**src/rtl/ptt_pkg.sv**
```systemverilog
// ptt_pkg: shared types and constants of the periodic timer table
// operation codes, table entry layout and the result transaction struct
package ptt_pkg;

  localparam int MAX_RESULTS = 32;
  localparam int NRES_W      = $clog2(MAX_RESULTS + 1);

  typedef enum logic [1:0] {
    OP_TICK = 2'd0,
    OP_ADD  = 2'd1,
    OP_RMS  = 2'd2,
    OP_RMH  = 2'd3
  } op_t;

  typedef struct packed {
    logic [31:0] count;
    logic [31:0] interval;
    logic [31:0] handler;
  } ent_t;

  typedef struct packed {
    logic        vld;
    logic [4:0]  slot;
    logic        fired;
    logic        success;
    logic [31:0] handler;
    logic        last;
  } res_t;

endpackage

```
**src/rtl/ptt_ram.sv**
```systemverilog
// ptt_ram: generic single write, single read RAM with registered read data
// no dependencies
module ptt_ram #(
  parameter int WIDTH = 8,
  parameter int DEPTH = 32
) (
  input  logic                     clk,
  input  logic                     we,
  input  logic [$clog2(DEPTH)-1:0] waddr,
  input  logic [WIDTH-1:0]         wdata,
  input  logic [$clog2(DEPTH)-1:0] raddr,
  output logic [WIDTH-1:0]         rdata
);

  logic [WIDTH-1:0] mem [DEPTH];

  always_ff @(posedge clk) begin
    if (we) begin
      mem[waddr] <= wdata;
    end
    rdata <= mem[raddr];
  end

endmodule

```
**src/rtl/ptt_ctrl.sv**
```systemverilog
// ptt_ctrl: sequencer of the timer table, slot active flags and scan pipeline
// depends on ptt_pkg; drives the entry RAM read, modify and write back
module ptt_ctrl #(
  parameter int SLOTS = 32
) (
  input  logic                     clk,
  input  logic                     rst,
  input  logic                     start,
  input  logic [1:0]               operation,
  input  logic [31:0]              handler_id,
  input  logic [31:0]              interval_ticks,
  input  logic [4:0]               slot_index,
  output logic                     busy,
  output ptt_pkg::res_t            res,
  output logic [$clog2(SLOTS)-1:0] ram_raddr,
  input  logic [95:0]              ram_rdata,
  output logic                     ram_we,
  output logic [$clog2(SLOTS)-1:0] ram_waddr,
  output logic [95:0]              ram_wdata
);
  import ptt_pkg::*;

  localparam int IW = $clog2(SLOTS);
  localparam int XW = ((IW > 5) ? IW : 5) + 1;
  localparam logic [IW-1:0] LAST = IW'(SLOTS - 1);

  typedef enum logic [1:0] {
    S_IDLE,
    S_ADD,
    S_SCAN
  } state_t;

  state_t            st;
  op_t               op_r;
  logic [SLOTS-1:0]  active;
  logic [IW-1:0]     idx;
  logic              iss;
  logic              p_vld;
  logic [IW-1:0]     p_idx;
  logic [31:0]       hreg;
  logic [31:0]       ireg;
  logic              pend_vld;
  logic [IW-1:0]     pend_slot;
  logic [31:0]       pend_hnd;
  logic [NRES_W-1:0] nres;

  ent_t        ent;
  ent_t        wr_ent;
  logic [31:0] inc;
  logic        fire;
  logic        p_act;
  logic        take;
  logic        hit;
  logic        scan_end;
  logic        free_add;
  logic        add_end;
  logic        accept;
  logic [XW-1:0] rm_ix;
  logic        rms_ok;

  always_comb begin
    ent      = ent_t'(ram_rdata);
    inc      = (&ent.count) ? ent.count : ent.count + 32'd1;
    fire     = inc >= ent.interval;
    p_act    = active[p_idx];
    take     = (st == S_SCAN) && (op_r == OP_TICK) && p_vld && p_act && fire
               && (nres < NRES_W'(MAX_RESULTS));
    hit      = (st == S_SCAN) && (op_r == OP_RMH) && p_vld && p_act
               && (ent.handler == hreg);
    scan_end = (st == S_SCAN) && !iss && !p_vld;
    free_add = (st == S_ADD) && !active[idx];
    add_end  = (st == S_ADD) && (idx == LAST);
    accept   = start && (st == S_IDLE);
    rm_ix    = XW'(slot_index);
    rms_ok   = (rm_ix < XW'(SLOTS)) && active[rm_ix[IW-1:0]];
  end

  assign busy      = (st != S_IDLE);
  assign ram_raddr = idx;

  always_comb begin
    ram_we    = 1'b0;
    ram_waddr = p_idx;
    wr_ent    = ent;
    if (free_add) begin
      ram_we          = 1'b1;
      ram_waddr       = idx;
      wr_ent.count    = '0;
      wr_ent.interval = ireg;
      wr_ent.handler  = hreg;
    end else if ((st == S_SCAN) && (op_r == OP_TICK) && p_vld && p_act) begin
      ram_we       = 1'b1;
      wr_ent.count = fire ? 32'd0 : inc;
    end
    ram_wdata = wr_ent;
  end

  always_comb begin
    res = '0;
    if (accept && (op_t'(operation) == OP_RMS)) begin
      res.vld     = 1'b1;
      res.slot    = slot_index;
      res.success = rms_ok;
      res.last    = 1'b1;
    end else if (free_add) begin
      res.vld     = 1'b1;
      res.slot    = 5'(idx);
      res.success = 1'b1;
      res.last    = 1'b1;
    end else if (add_end) begin
      res.vld  = 1'b1;
      res.last = 1'b1;
    end else if (take && pend_vld) begin
      res.vld     = 1'b1;
      res.slot    = 5'(pend_slot);
      res.fired   = 1'b1;
      res.handler = pend_hnd;
    end else if (hit) begin
      res.vld     = 1'b1;
      res.slot    = 5'(p_idx);
      res.success = 1'b1;
      res.last    = 1'b1;
    end else if (scan_end) begin
      res.vld  = 1'b1;
      res.last = 1'b1;
      if ((op_r == OP_TICK) && pend_vld) begin
        res.slot    = 5'(pend_slot);
        res.fired   = 1'b1;
        res.handler = pend_hnd;
      end
    end
  end

  always_ff @(posedge clk) begin
    if (rst) begin
      st       <= S_IDLE;
      active   <= '0;
      iss      <= 1'b0;
      p_vld    <= 1'b0;
      pend_vld <= 1'b0;
      nres     <= '0;
      op_r     <= OP_TICK;
      idx      <= '0;
    end else begin
      unique case (st)
        S_IDLE: begin
          if (accept) begin
            op_r     <= op_t'(operation);
            hreg     <= handler_id;
            ireg     <= interval_ticks;
            idx      <= '0;
            p_vld    <= 1'b0;
            pend_vld <= 1'b0;
            nres     <= '0;
            unique case (op_t'(operation))
              OP_TICK, OP_RMH: begin
                st  <= S_SCAN;
                iss <= 1'b1;
              end
              OP_ADD: begin
                st <= S_ADD;
              end
              OP_RMS: begin
                if (rms_ok) begin
                  active[rm_ix[IW-1:0]] <= 1'b0;
                end
              end
              default: begin
              end
            endcase
          end
        end
        S_ADD: begin
          if (free_add) begin
            active[idx] <= 1'b1;
            st          <= S_IDLE;
          end else if (add_end) begin
            st <= S_IDLE;
          end else begin
            idx <= idx + 1'b1;
          end
        end
        S_SCAN: begin
          p_vld <= iss;
          p_idx <= idx;
          if (iss) begin
            if ((idx == LAST) || hit) begin
              iss <= 1'b0;
            end else begin
              idx <= idx + 1'b1;
            end
          end
          if (take) begin
            pend_vld  <= 1'b1;
            pend_slot <= p_idx;
            pend_hnd  <= ent.handler;
            nres      <= nres + 1'b1;
          end
          if (hit) begin
            active[p_idx] <= 1'b0;
            st            <= S_IDLE;
          end
          if (scan_end) begin
            st <= S_IDLE;
          end
        end
        default: begin
          st <= S_IDLE;
        end
      endcase
    end
  end

endmodule

```
**src/rtl/periodic_timer_table.sv**
```systemverilog
// periodic_timer_table: top level, elapsed tick counter and result registers
// remove by slot is answered from the idle state without a scan; add, tick and remove by handler walk the entry RAM
// throughput: one transaction at a time, set by the one-entry-per-cycle RAM scan
// results are strobed for one cycle each and cannot be stalled by the receiver
// synchronous reset clears all slots, the tick counter and the sequencer at once
module periodic_timer_table #(
  parameter int SLOTS = 32
) (
  input  logic        clk,
  input  logic        rst,
  input  logic        start,
  output logic        busy,
  input  logic [1:0]  operation,
  input  logic [31:0] handler_id,
  input  logic [31:0] interval_ticks,
  input  logic [4:0]  slot_index,
  output logic        valid,
  output logic [4:0]  slot,
  output logic        fired,
  output logic        success,
  output logic [31:0] fired_handler,
  output logic [47:0] elapsed_ticks,
  output logic        last
);
  import ptt_pkg::*;

  localparam int IW = $clog2(SLOTS);

  res_t          res;
  logic [IW-1:0] ram_raddr;
  logic [95:0]   ram_rdata;
  logic          ram_we;
  logic [IW-1:0] ram_waddr;
  logic [95:0]   ram_wdata;
  logic [47:0]   tick_total;

  ptt_ctrl #(
    .SLOTS(SLOTS)
  ) u_ctrl (
    .clk            (clk),
    .rst            (rst),
    .start          (start),
    .operation      (operation),
    .handler_id     (handler_id),
    .interval_ticks (interval_ticks),
    .slot_index     (slot_index),
    .busy           (busy),
    .res            (res),
    .ram_raddr      (ram_raddr),
    .ram_rdata      (ram_rdata),
    .ram_we         (ram_we),
    .ram_waddr      (ram_waddr),
    .ram_wdata      (ram_wdata)
  );

  ptt_ram #(
    .WIDTH($bits(ent_t)),
    .DEPTH(SLOTS)
  ) u_ram (
    .clk   (clk),
    .we    (ram_we),
    .waddr (ram_waddr),
    .wdata (ram_wdata),
    .raddr (ram_raddr),
    .rdata (ram_rdata)
  );

  always_ff @(posedge clk) begin
    if (rst) begin
      tick_total <= '0;
      valid      <= 1'b0;
    end else begin
      if (start && !busy && (op_t'(operation) == OP_TICK)) begin
        tick_total <= tick_total + 48'd1;
      end
      valid <= res.vld;
    end
    slot          <= res.slot;
    fired         <= res.fired;
    success       <= res.success;
    fired_handler <= res.handler;
    last          <= res.last;
  end

  assign elapsed_ticks = tick_total;

`ifndef SYNTHESIS
  a_rms_one: assert property (@(posedge clk) disable iff (rst)
    start && !busy && (op_t'(operation) == OP_RMS) |=> valid && last)
    else $error("remove by slot must give one final result next cycle");

  a_fire_no_success: assert property (@(posedge clk) disable iff (rst)
    valid && fired |-> !success)
    else $error("fired result with success set");

  a_more_busy: assert property (@(posedge clk) disable iff (rst)
    valid && !last |-> busy)
    else $error("non-final result while sequencer idle");

  a_tick_hold: assert property (@(posedge clk) disable iff (rst)
    busy |=> $stable(tick_total))
    else $error("tick counter moved during a transaction");
`endif

endmodule
```
**config.mk**
```make
export PLATFORM = sky130hd
export DESIGN_NAME = periodic_timer_table
export DESIGN_NICKNAME = d
export VERILOG_FILES = /design/src/rtl/ptt_pkg.sv /design/src/rtl/ptt_ram.sv /design/src/rtl/ptt_ctrl.sv /design/src/rtl/periodic_timer_table.sv
export SDC_FILE = /design/constraint.sdc
export NUM_CORES = 2
export LEC_CHECK = 0
export BUFFER_PORTS_ARGS = -buffer_cell sky130_fd_sc_hd__buf_2
export CAP_MARGIN = 20
export CORE_MARGIN = 2
export CORE_UTILIZATION = 45
export DETAILED_ROUTE_END_ITERATION = 16
export SKIP_LAST_GASP = 1
export SLEW_MARGIN = 30
export SYNTH_ARGS = -nofsm -noshare
export SYNTH_HDL_FRONTEND = slang
export SYNTH_SLANG_ARGS = --single-unit
```
**constraint.sdc**
```tcl
create_clock -name clk -period 17 [get_ports clk]
set_clock_uncertainty 0.05 [all_clocks]
set_input_delay 3.4 -clock clk [delete_from_list [all_inputs] [get_ports clk]]
set_output_delay 3.4 -clock clk [all_outputs]
set_load 0.01 [all_outputs]
```
# [Word level (Yosys, flattened, before mapping)]
# Memory sizes are Yosys's and may differ from the RTL's. A register that Yosys moved wholly into a read port is not among the register bits.
# Index checks and enable logic that the tools add are counted.
# Widths: inputs -> output; s select.
[word_totals] ff_bits=245 memories=1 out_inout_bits=90 inputBits=74 ramBits=3072 word_cells=179
[classes] eq_ne=22 n_bitwise=6 add_sub_neg=4 order_cmp=8 n_mux=72 reduce_logical=46
[memory_table] memory="u_ram.mem" depth=32 width=96 read_ports=1 rd_clocked_by_memory_dff=1 write_ports=1 line="ptt_ram.sv:15" text="logic [WIDTH-1:0] mem [DEPTH];"
[ops] op="$mux 32" n=12
[ops] op="$pmux 32 s3" n=1
[ops] op="$and 32x32->32" n=2
[ops] op="$mux 64" n=1
[ops] op="$not 32->32" n=2
[ops] op="$add 48x1->48 const B" n=1
[ops] op="$mux 39" n=1
[ops] op="$mux 6" n=6
[ops] op="$mux 33" n=1
[ops] op="$add 32x1->32 const B" n=1
[ops] op="$eq 32x32->1" n=1
[ops] op="$ge 32x32->1" n=1
[ops] op="$or 32x32->32" n=1
[ops] op="$reduce_and 32->1" n=1
[ops] op="$mux 5" n=6
[ops] op="$mux 1" n=24
[ops] op="$logic_and 1x1->1" n=22
[ops] op="$lt 5x6->1 const B" n=3
[ops] op="$bmux 1 s5" n=3
[ops] op="$demux 1 s5" n=3
[ops] op="$ge 5x1->1 const B" n=3
[ops] op="$pmux 5 s3" n=1
[ops] op="$mux 7" n=2
[ops] op="$ne 2x1->1 const B" n=6
[ops] op="other kinds (26)" n=53

# [Depth between registers and ports, before layout]
[depth] depth_word=11 ltp_mapped=20 mapped_depth_nobuf=16

# [Cells and area by module]
# From an unflattened synthesis, not the netlist that was laid out.
[hier_totals] hier_cells=7131 hier_area_um2=132577.2
[modules_own_cells] mod="ptt_ram" area_per_inst_um2=118492.4 cells_each=5604 seq_area_each_um2=94170.3 n_inst=1
[modules_own_cells] mod="ptt_ctrl" area_per_inst_um2=10771.6 cells_each=1188 seq_area_each_um2=4184.0 n_inst=1
[modules_own_cells] mod="periodic_timer_table" area_per_inst_um2=3313.2 cells_each=339 seq_area_each_um2=1781.7 n_inst=1

# [Worst setup path before layout]
# Ideal clock, no wire load.
[synth_timing] kind="in2reg" startpoint="in rst" endpoint="reg u_ctrl.hreg[0] (enable)" setup_ps=487 n_path_buf=3 setup_slack_ps=9760 arrival_time_ps=6704 path_stages=4 t_required_ps=16463 cell_sequence="clkbuf_1 clkbuf_1 buf_1 nor2_1"
[synth_via] elab_chain_cells=2
[synth_rtl] element="start, declared" line="periodic_timer_table.sv:10" text="input logic rst,"
[synth_rtl] element="$not 1->1 (no source line)"
[synth_rtl] element="$reduce_and 3->1 (no source line)"
[synth_rtl] element="end signal, assigned" line="ptt_ctrl.sv:149" text="hreg <= handler_id;"
[synth_rtl] element="end, declared" line="ptt_ctrl.sv:40" text="logic [31:0] hreg;"
# No other way between the ends.
# A chain may end at the register's enable or synchronous reset.

# [Final worst setup path]
[layout_timing] startpoint="reg u_ctrl.idx[2] (netlist: u_ctrl.ram_raddr[2])" endpoint="mem u_ram.mem[31][47] (netlist bit) (enable)"
[layout_via] elab_chain_cells=7 word_cells_on_any_way=8 cone_classes="mux: 6; reduce/logical: 2"
[layout_rtl] element="start, declared" line="ptt_ctrl.sv:36" text="logic [IW-1:0] idx;"
[layout_rtl] element="start signal, assigned" line="ptt_ctrl.sv:180" text="idx <= idx + 1'b1;"
[layout_rtl] element="start signal, assigned" line="ptt_ctrl.sv:190" text="idx <= idx + 1'b1;"
[layout_rtl] element="$bmux 1 s5" line="ptt_ctrl.sv:71" text="free_add = (st == S_ADD) && !active[idx];"
[layout_rtl] element="$mux 1 (implied by the code)" line="ptt_ctrl.sv:71"
[layout_rtl] element="$logic_not 1->1" line="ptt_ctrl.sv:71"
[layout_rtl] element="$logic_and 1x1->1" line="ptt_ctrl.sv:71"
[layout_rtl] element="$mux 1" line="ptt_ctrl.sv:85" text="if (free_add) begin"
[layout_rtl] element="$mux 1" line="ptt_ram.sv:18" text="if (we) begin"
[layout_rtl] element="$mux 1 (implied by the code)" line="ptt_ram.sv:19" text="mem[waddr] <= wdata;"
[layout_rtl] element="end, declared" line="ptt_ram.sv:15"
# Parallel ways exist; a longest one is shown, timed or not. The select of a mux whose other input is x is not followed.

==> impl_metrics.csv <==
group,metric,value,unit
route,avgRoutedWirePerCell,33.04,um
final_layout,post-route-cell-area,148000,sq um
yosys,dominantRegCellSynth,"sky130_fd_sc_hd__edfxtp_1",
hold_path,worst_hold_path_type,"register to register",
power,leakagePower,45.78,nW
final_layout,final_layout_size_suffix_gt1_share,25.64,%
setup_path,critical_path.startpoint,"u_ctrl.ram_raddr[2]$_SDFFE_PP0P_",
setup_path,worst_reg2reg_startpoint,"u_ctrl.ram_raddr[2]$_SDFFE_PP0P_",
timing,final.setup.worst_slack,9.828,ns
final_layout,layout.cells.most_common,"sky130_fd_sc_hd__edfxtp_1",
route,vias,66500,
setup_path,worstPathMaxFanout,45,
power,vdd_ir_drop_max,0.00008738,V
clock_tree,cts_root_buffer,"sky130_fd_sc_hd__clkbuf_16",
power,totalPowerFinal,0.01851,W
clock_tree,cts.sink_count,3413,
floorplanning,chipWidth,541.2,um
placed_design,hpwl,187100,um
clock_tree,cts-htree-levels,5,
global_routing,antenna_found_initial,12,
floorplanning,fp.coreArea,287700,sq um
final_layout,final_core_utilization,51.46,%
floorplanning,design.die.area,292900,sq um
yosys,postSynthCellCount,6255,
clock_tree,cts_setup_buffers,0,
setup_path,timing.setup.critical_path_class,"register to register",
timing,setup_viol,0,
timing,setup_total_negative_slack,0,ns
final_layout,num-nets-final,6729,
final_layout,multiInputGateArea,28880,sq um
yosys,synth_top_cells_by_area,"sky130_fd_sc_hd__edfxtp_1, sky130_fd_sc_hd__mux4_2, sky130_fd_sc_hd__dfxtp_1, sky130_fd_sc_hd__a22oi_1, sky130_fd_sc_hd__nand2_1",
placed_design,placed_cell_area,136400,sq um
yosys,ys_seq_elements,3413,
placed_design,pre_cts_ws,9.816,ns
final_layout,layout_common_cells,"sky130_fd_sc_hd__edfxtp_1, sky130_fd_sc_hd__mux4_2, sky130_fd_sc_hd__a22oi_1, sky130_fd_sc_hd__clkbuf_16, sky130_fd_sc_hd__nand2_1",
floorplanning,die-height,541.2,um
route,drt.antenna.violating_nets,0,
timing,max_freq,139.4,MHz
timing,min_period,7.172,ns
power,pwr_density_cell,125.0,nW/um^2
placed_design,gp_congestion,0.8651,
global_routing,overflow,0,
final_layout,fillers,22390,
setup_path,r2r_slack,9.83,ns
yosys,synth_top_area_share,73.48,%
global_routing,vias_in_the_first_global_route,65840,
final_layout,area_delta_synth_final,13.98,%
clock_tree,cts-resized-gates,0,
yosys,synth_seq_area_share,77.10,%
job,drv.max_cap_violation_count,0,
yosys,post_synth.cell_area_avg,20.76,sq um
clock_tree,cts_hold_repair.buffers,0,
floorplanning,start_util,45.15,%
route,drt_iter0_drc,9010,
timing,slew_headroom,26.15,%
clock_tree,cts.reportedPaths.clkPinSlew,0.07,ns
hold_path,timing.hold.worst_path_depth,1,
yosys,syn_area,129900,sq um
route,firstDrtPassIters,6,
clock_tree,clockBufferDepth,4,
floorplanning,number_of_rows_created_at_floorplan,197,
final_layout,regArea,100100,sq um
yosys,ys_async_sr_fraction,0,%
timing,period_share,42.19,%
route,drt-total-wl,353000,um
yosys,synth-edff-count,3178,
placed_design,io_buffers,163,
global_routing,first_pass_grt_wire_length,499500,um
status,outcome,"finished, final reports clean",
clock_tree,clk-insertion-delay-late,0.95,ns
global_routing,largest_net_degree_at_the_start_of_global_routing,136,
global_routing,gr-usage-all-layers,23.86,%
hold_path,worstHoldStart,"u_ctrl.pend_hnd[11]$_DFFE_PP_",
route,remaining_drc_errors,0,
yosys,synthesis.nets,6377,
setup_path,critical_path_arrival,7.63,ns
timing,final-hold-violation-count,0,
setup_path,crit_path_start_kind,"register",
floorplanning,top_level_ports,164,
setup_path,required,17.46,ns
yosys,cell_type_with_the_largest_total_area_after_synthesis,"sky130_fd_sc_hd__edfxtp_1",
clock_tree,clock_tree_from_tritoncts,"done",
yosys,synth_cell_type_count,70,
setup_path,reg2regPathDepth,9,
timing,rsz0062_at_grt,"false",
clock_tree,cts-buffers-inserted,348,
timing,timing_worst_slew_pin_value,1.108,ns
route,post_drt_via_cell_ratio,6.224,
timing,number_of_pins_with_negative_max_slew_slack_in_the_final_report,0,
yosys,synth-warning-count,0,
setup_path,crit_path_end_kind,"register",
worst paths after layout:
path,to
worst max register to register,u_ram.mem[31][47]$_DFFE_PP_
worst min-delay path,fired_handler[11]$_SDFF_PP0_
worst max-delay path,u_ram.mem[31][47]$_DFFE_PP_
worst min register to register,fired_handler[11]$_SDFF_PP0_
Yosys cell counts (8+ instances only):
library cell	n
sky130_fd_sc_hd__a211o_1	13
sky130_fd_sc_hd__buf_1	98
sky130_fd_sc_hd__nand2b_1	16
sky130_fd_sc_hd__nand2_1	276
sky130_fd_sc_hd__a22o_1	22
sky130_fd_sc_hd__a21oi_1	56
sky130_fd_sc_hd__a22oi_1	361
sky130_fd_sc_hd__a31oi_1	31
sky130_fd_sc_hd__inv_1	72
sky130_fd_sc_hd__clkbuf_1	216
sky130_fd_sc_hd__o21ai_0	77
sky130_fd_sc_hd__xor2_1	71
sky130_fd_sc_hd__xnor2_1	31
sky130_fd_sc_hd__edfxtp_1	3178
sky130_fd_sc_hd__nor4_1	14
sky130_fd_sc_hd__nand3_1	48
sky130_fd_sc_hd__o2111ai_1	8
sky130_fd_sc_hd__mux2_2	9
sky130_fd_sc_hd__mux4_2	772
sky130_fd_sc_hd__ha_1	48
sky130_fd_sc_hd__buf_2	17
sky130_fd_sc_hd__dfxtp_1	235
sky130_fd_sc_hd__nor3_1	25
sky130_fd_sc_hd__a21bo_2	8
sky130_fd_sc_hd__nand4_1	113
sky130_fd_sc_hd__o22ai_1	27
sky130_fd_sc_hd__and3_1	30
sky130_fd_sc_hd__and2_1	44
sky130_fd_sc_hd__a21o_1	10
sky130_fd_sc_hd__nor2b_1	12
sky130_fd_sc_hd__o31ai_1	8
sky130_fd_sc_hd__mux2i_1	59
sky130_fd_sc_hd__or3_1	10
sky130_fd_sc_hd__nor2_1	133
sky130_fd_sc_hd__and4_1	9
sky130_fd_sc_hd__a211oi_1	13
state kept, by name, summed over array words and instances (netlist names), 6 cells and up:
register         cells
u_ctrl.nres          6
u_ctrl.active       32
u_ctrl.ireg         32
u_ram.rdata         96
u_ram.mem         3072
u_ctrl.hreg         32
u_ctrl.pend_hnd     32
elapsed_ticks       48
fired_handler       32
cells by family after synthesis:
kind of cell / after synthesis / share of synthesized area, %
buffers and inverters: 409 / 1.212
adders and majority gates: 48 / 0.4624
xor gates and xnor gates: 102 / 0.6879
muxes: 840 / 13.92
DFF: 3413 / 77.10
and+or+nand+nor: 765 / 2.908
AOI/OAI and AO/OA: 678 / 3.707
layer usage:
layer | vias up | track usage, % | routed length (um)
met2 | 3301 | 37.70 | 167000
met1 | 35840 | 34.61 | 146400
met4 | 6 | 5.712 | 8357
met5 | - | 0 | 40
li1 | 26830 | - | -
met3 | 518 | 4.350 | 31230
power breakdown:
group	internal [W]	switching [W]	total, W
combinational	0.000480	0.000850	0.00133
sequential	0.00949	0.0000623	0.00955
clock	0.00440	0.00323	0.00763
total	0.0144	0.00414	0.0185
worst max-delay path, cell delays in order (launching register included):
cell and delay (ns):
sky130_fd_sc_hd__dfxtp_1 0.86, sky130_fd_sc_hd__clkinv_1 0.63, sky130_fd_sc_hd__nor2_2 0.93, sky130_fd_sc_hd__a311oi_1 0.32
sky130_fd_sc_hd__o2111ai_4 0.27, sky130_fd_sc_hd__buf_4 0.72, sky130_fd_sc_hd__a31oi_1 0.49, sky130_fd_sc_hd__nor2_4 0.88
sky130_fd_sc_hd__buf_4 0.68, sky130_fd_sc_hd__buf_4 0.83
per-stage QoR:
step / hold WS (ns) / cells
6_report: 0.3479 / 10680
5_1_grt: 0.3657 / 10680
4_1_cts: 0.3447 / 10680
3_5_place_dp: 0.3768 / 10040
3_3_place_gp: 0.3741 / 10030
2_1_floorplan: 0.3529 / 6255
final cells by class:
cell class                      count  share of cell area (%)
Antenna cell                        2                0.003381
Multi-Input combinational cell   2433                   19.51
Inverter                           73                  0.1851
Sequential cell                  3413                   67.65
Clock buffer                      465                   6.406
Timing Repair Buffer              338                   1.750
Tap cell                         3781                   3.196
Clock inverter                    178                   1.301
Note: power is estimated with default switching activity, not from simulation.
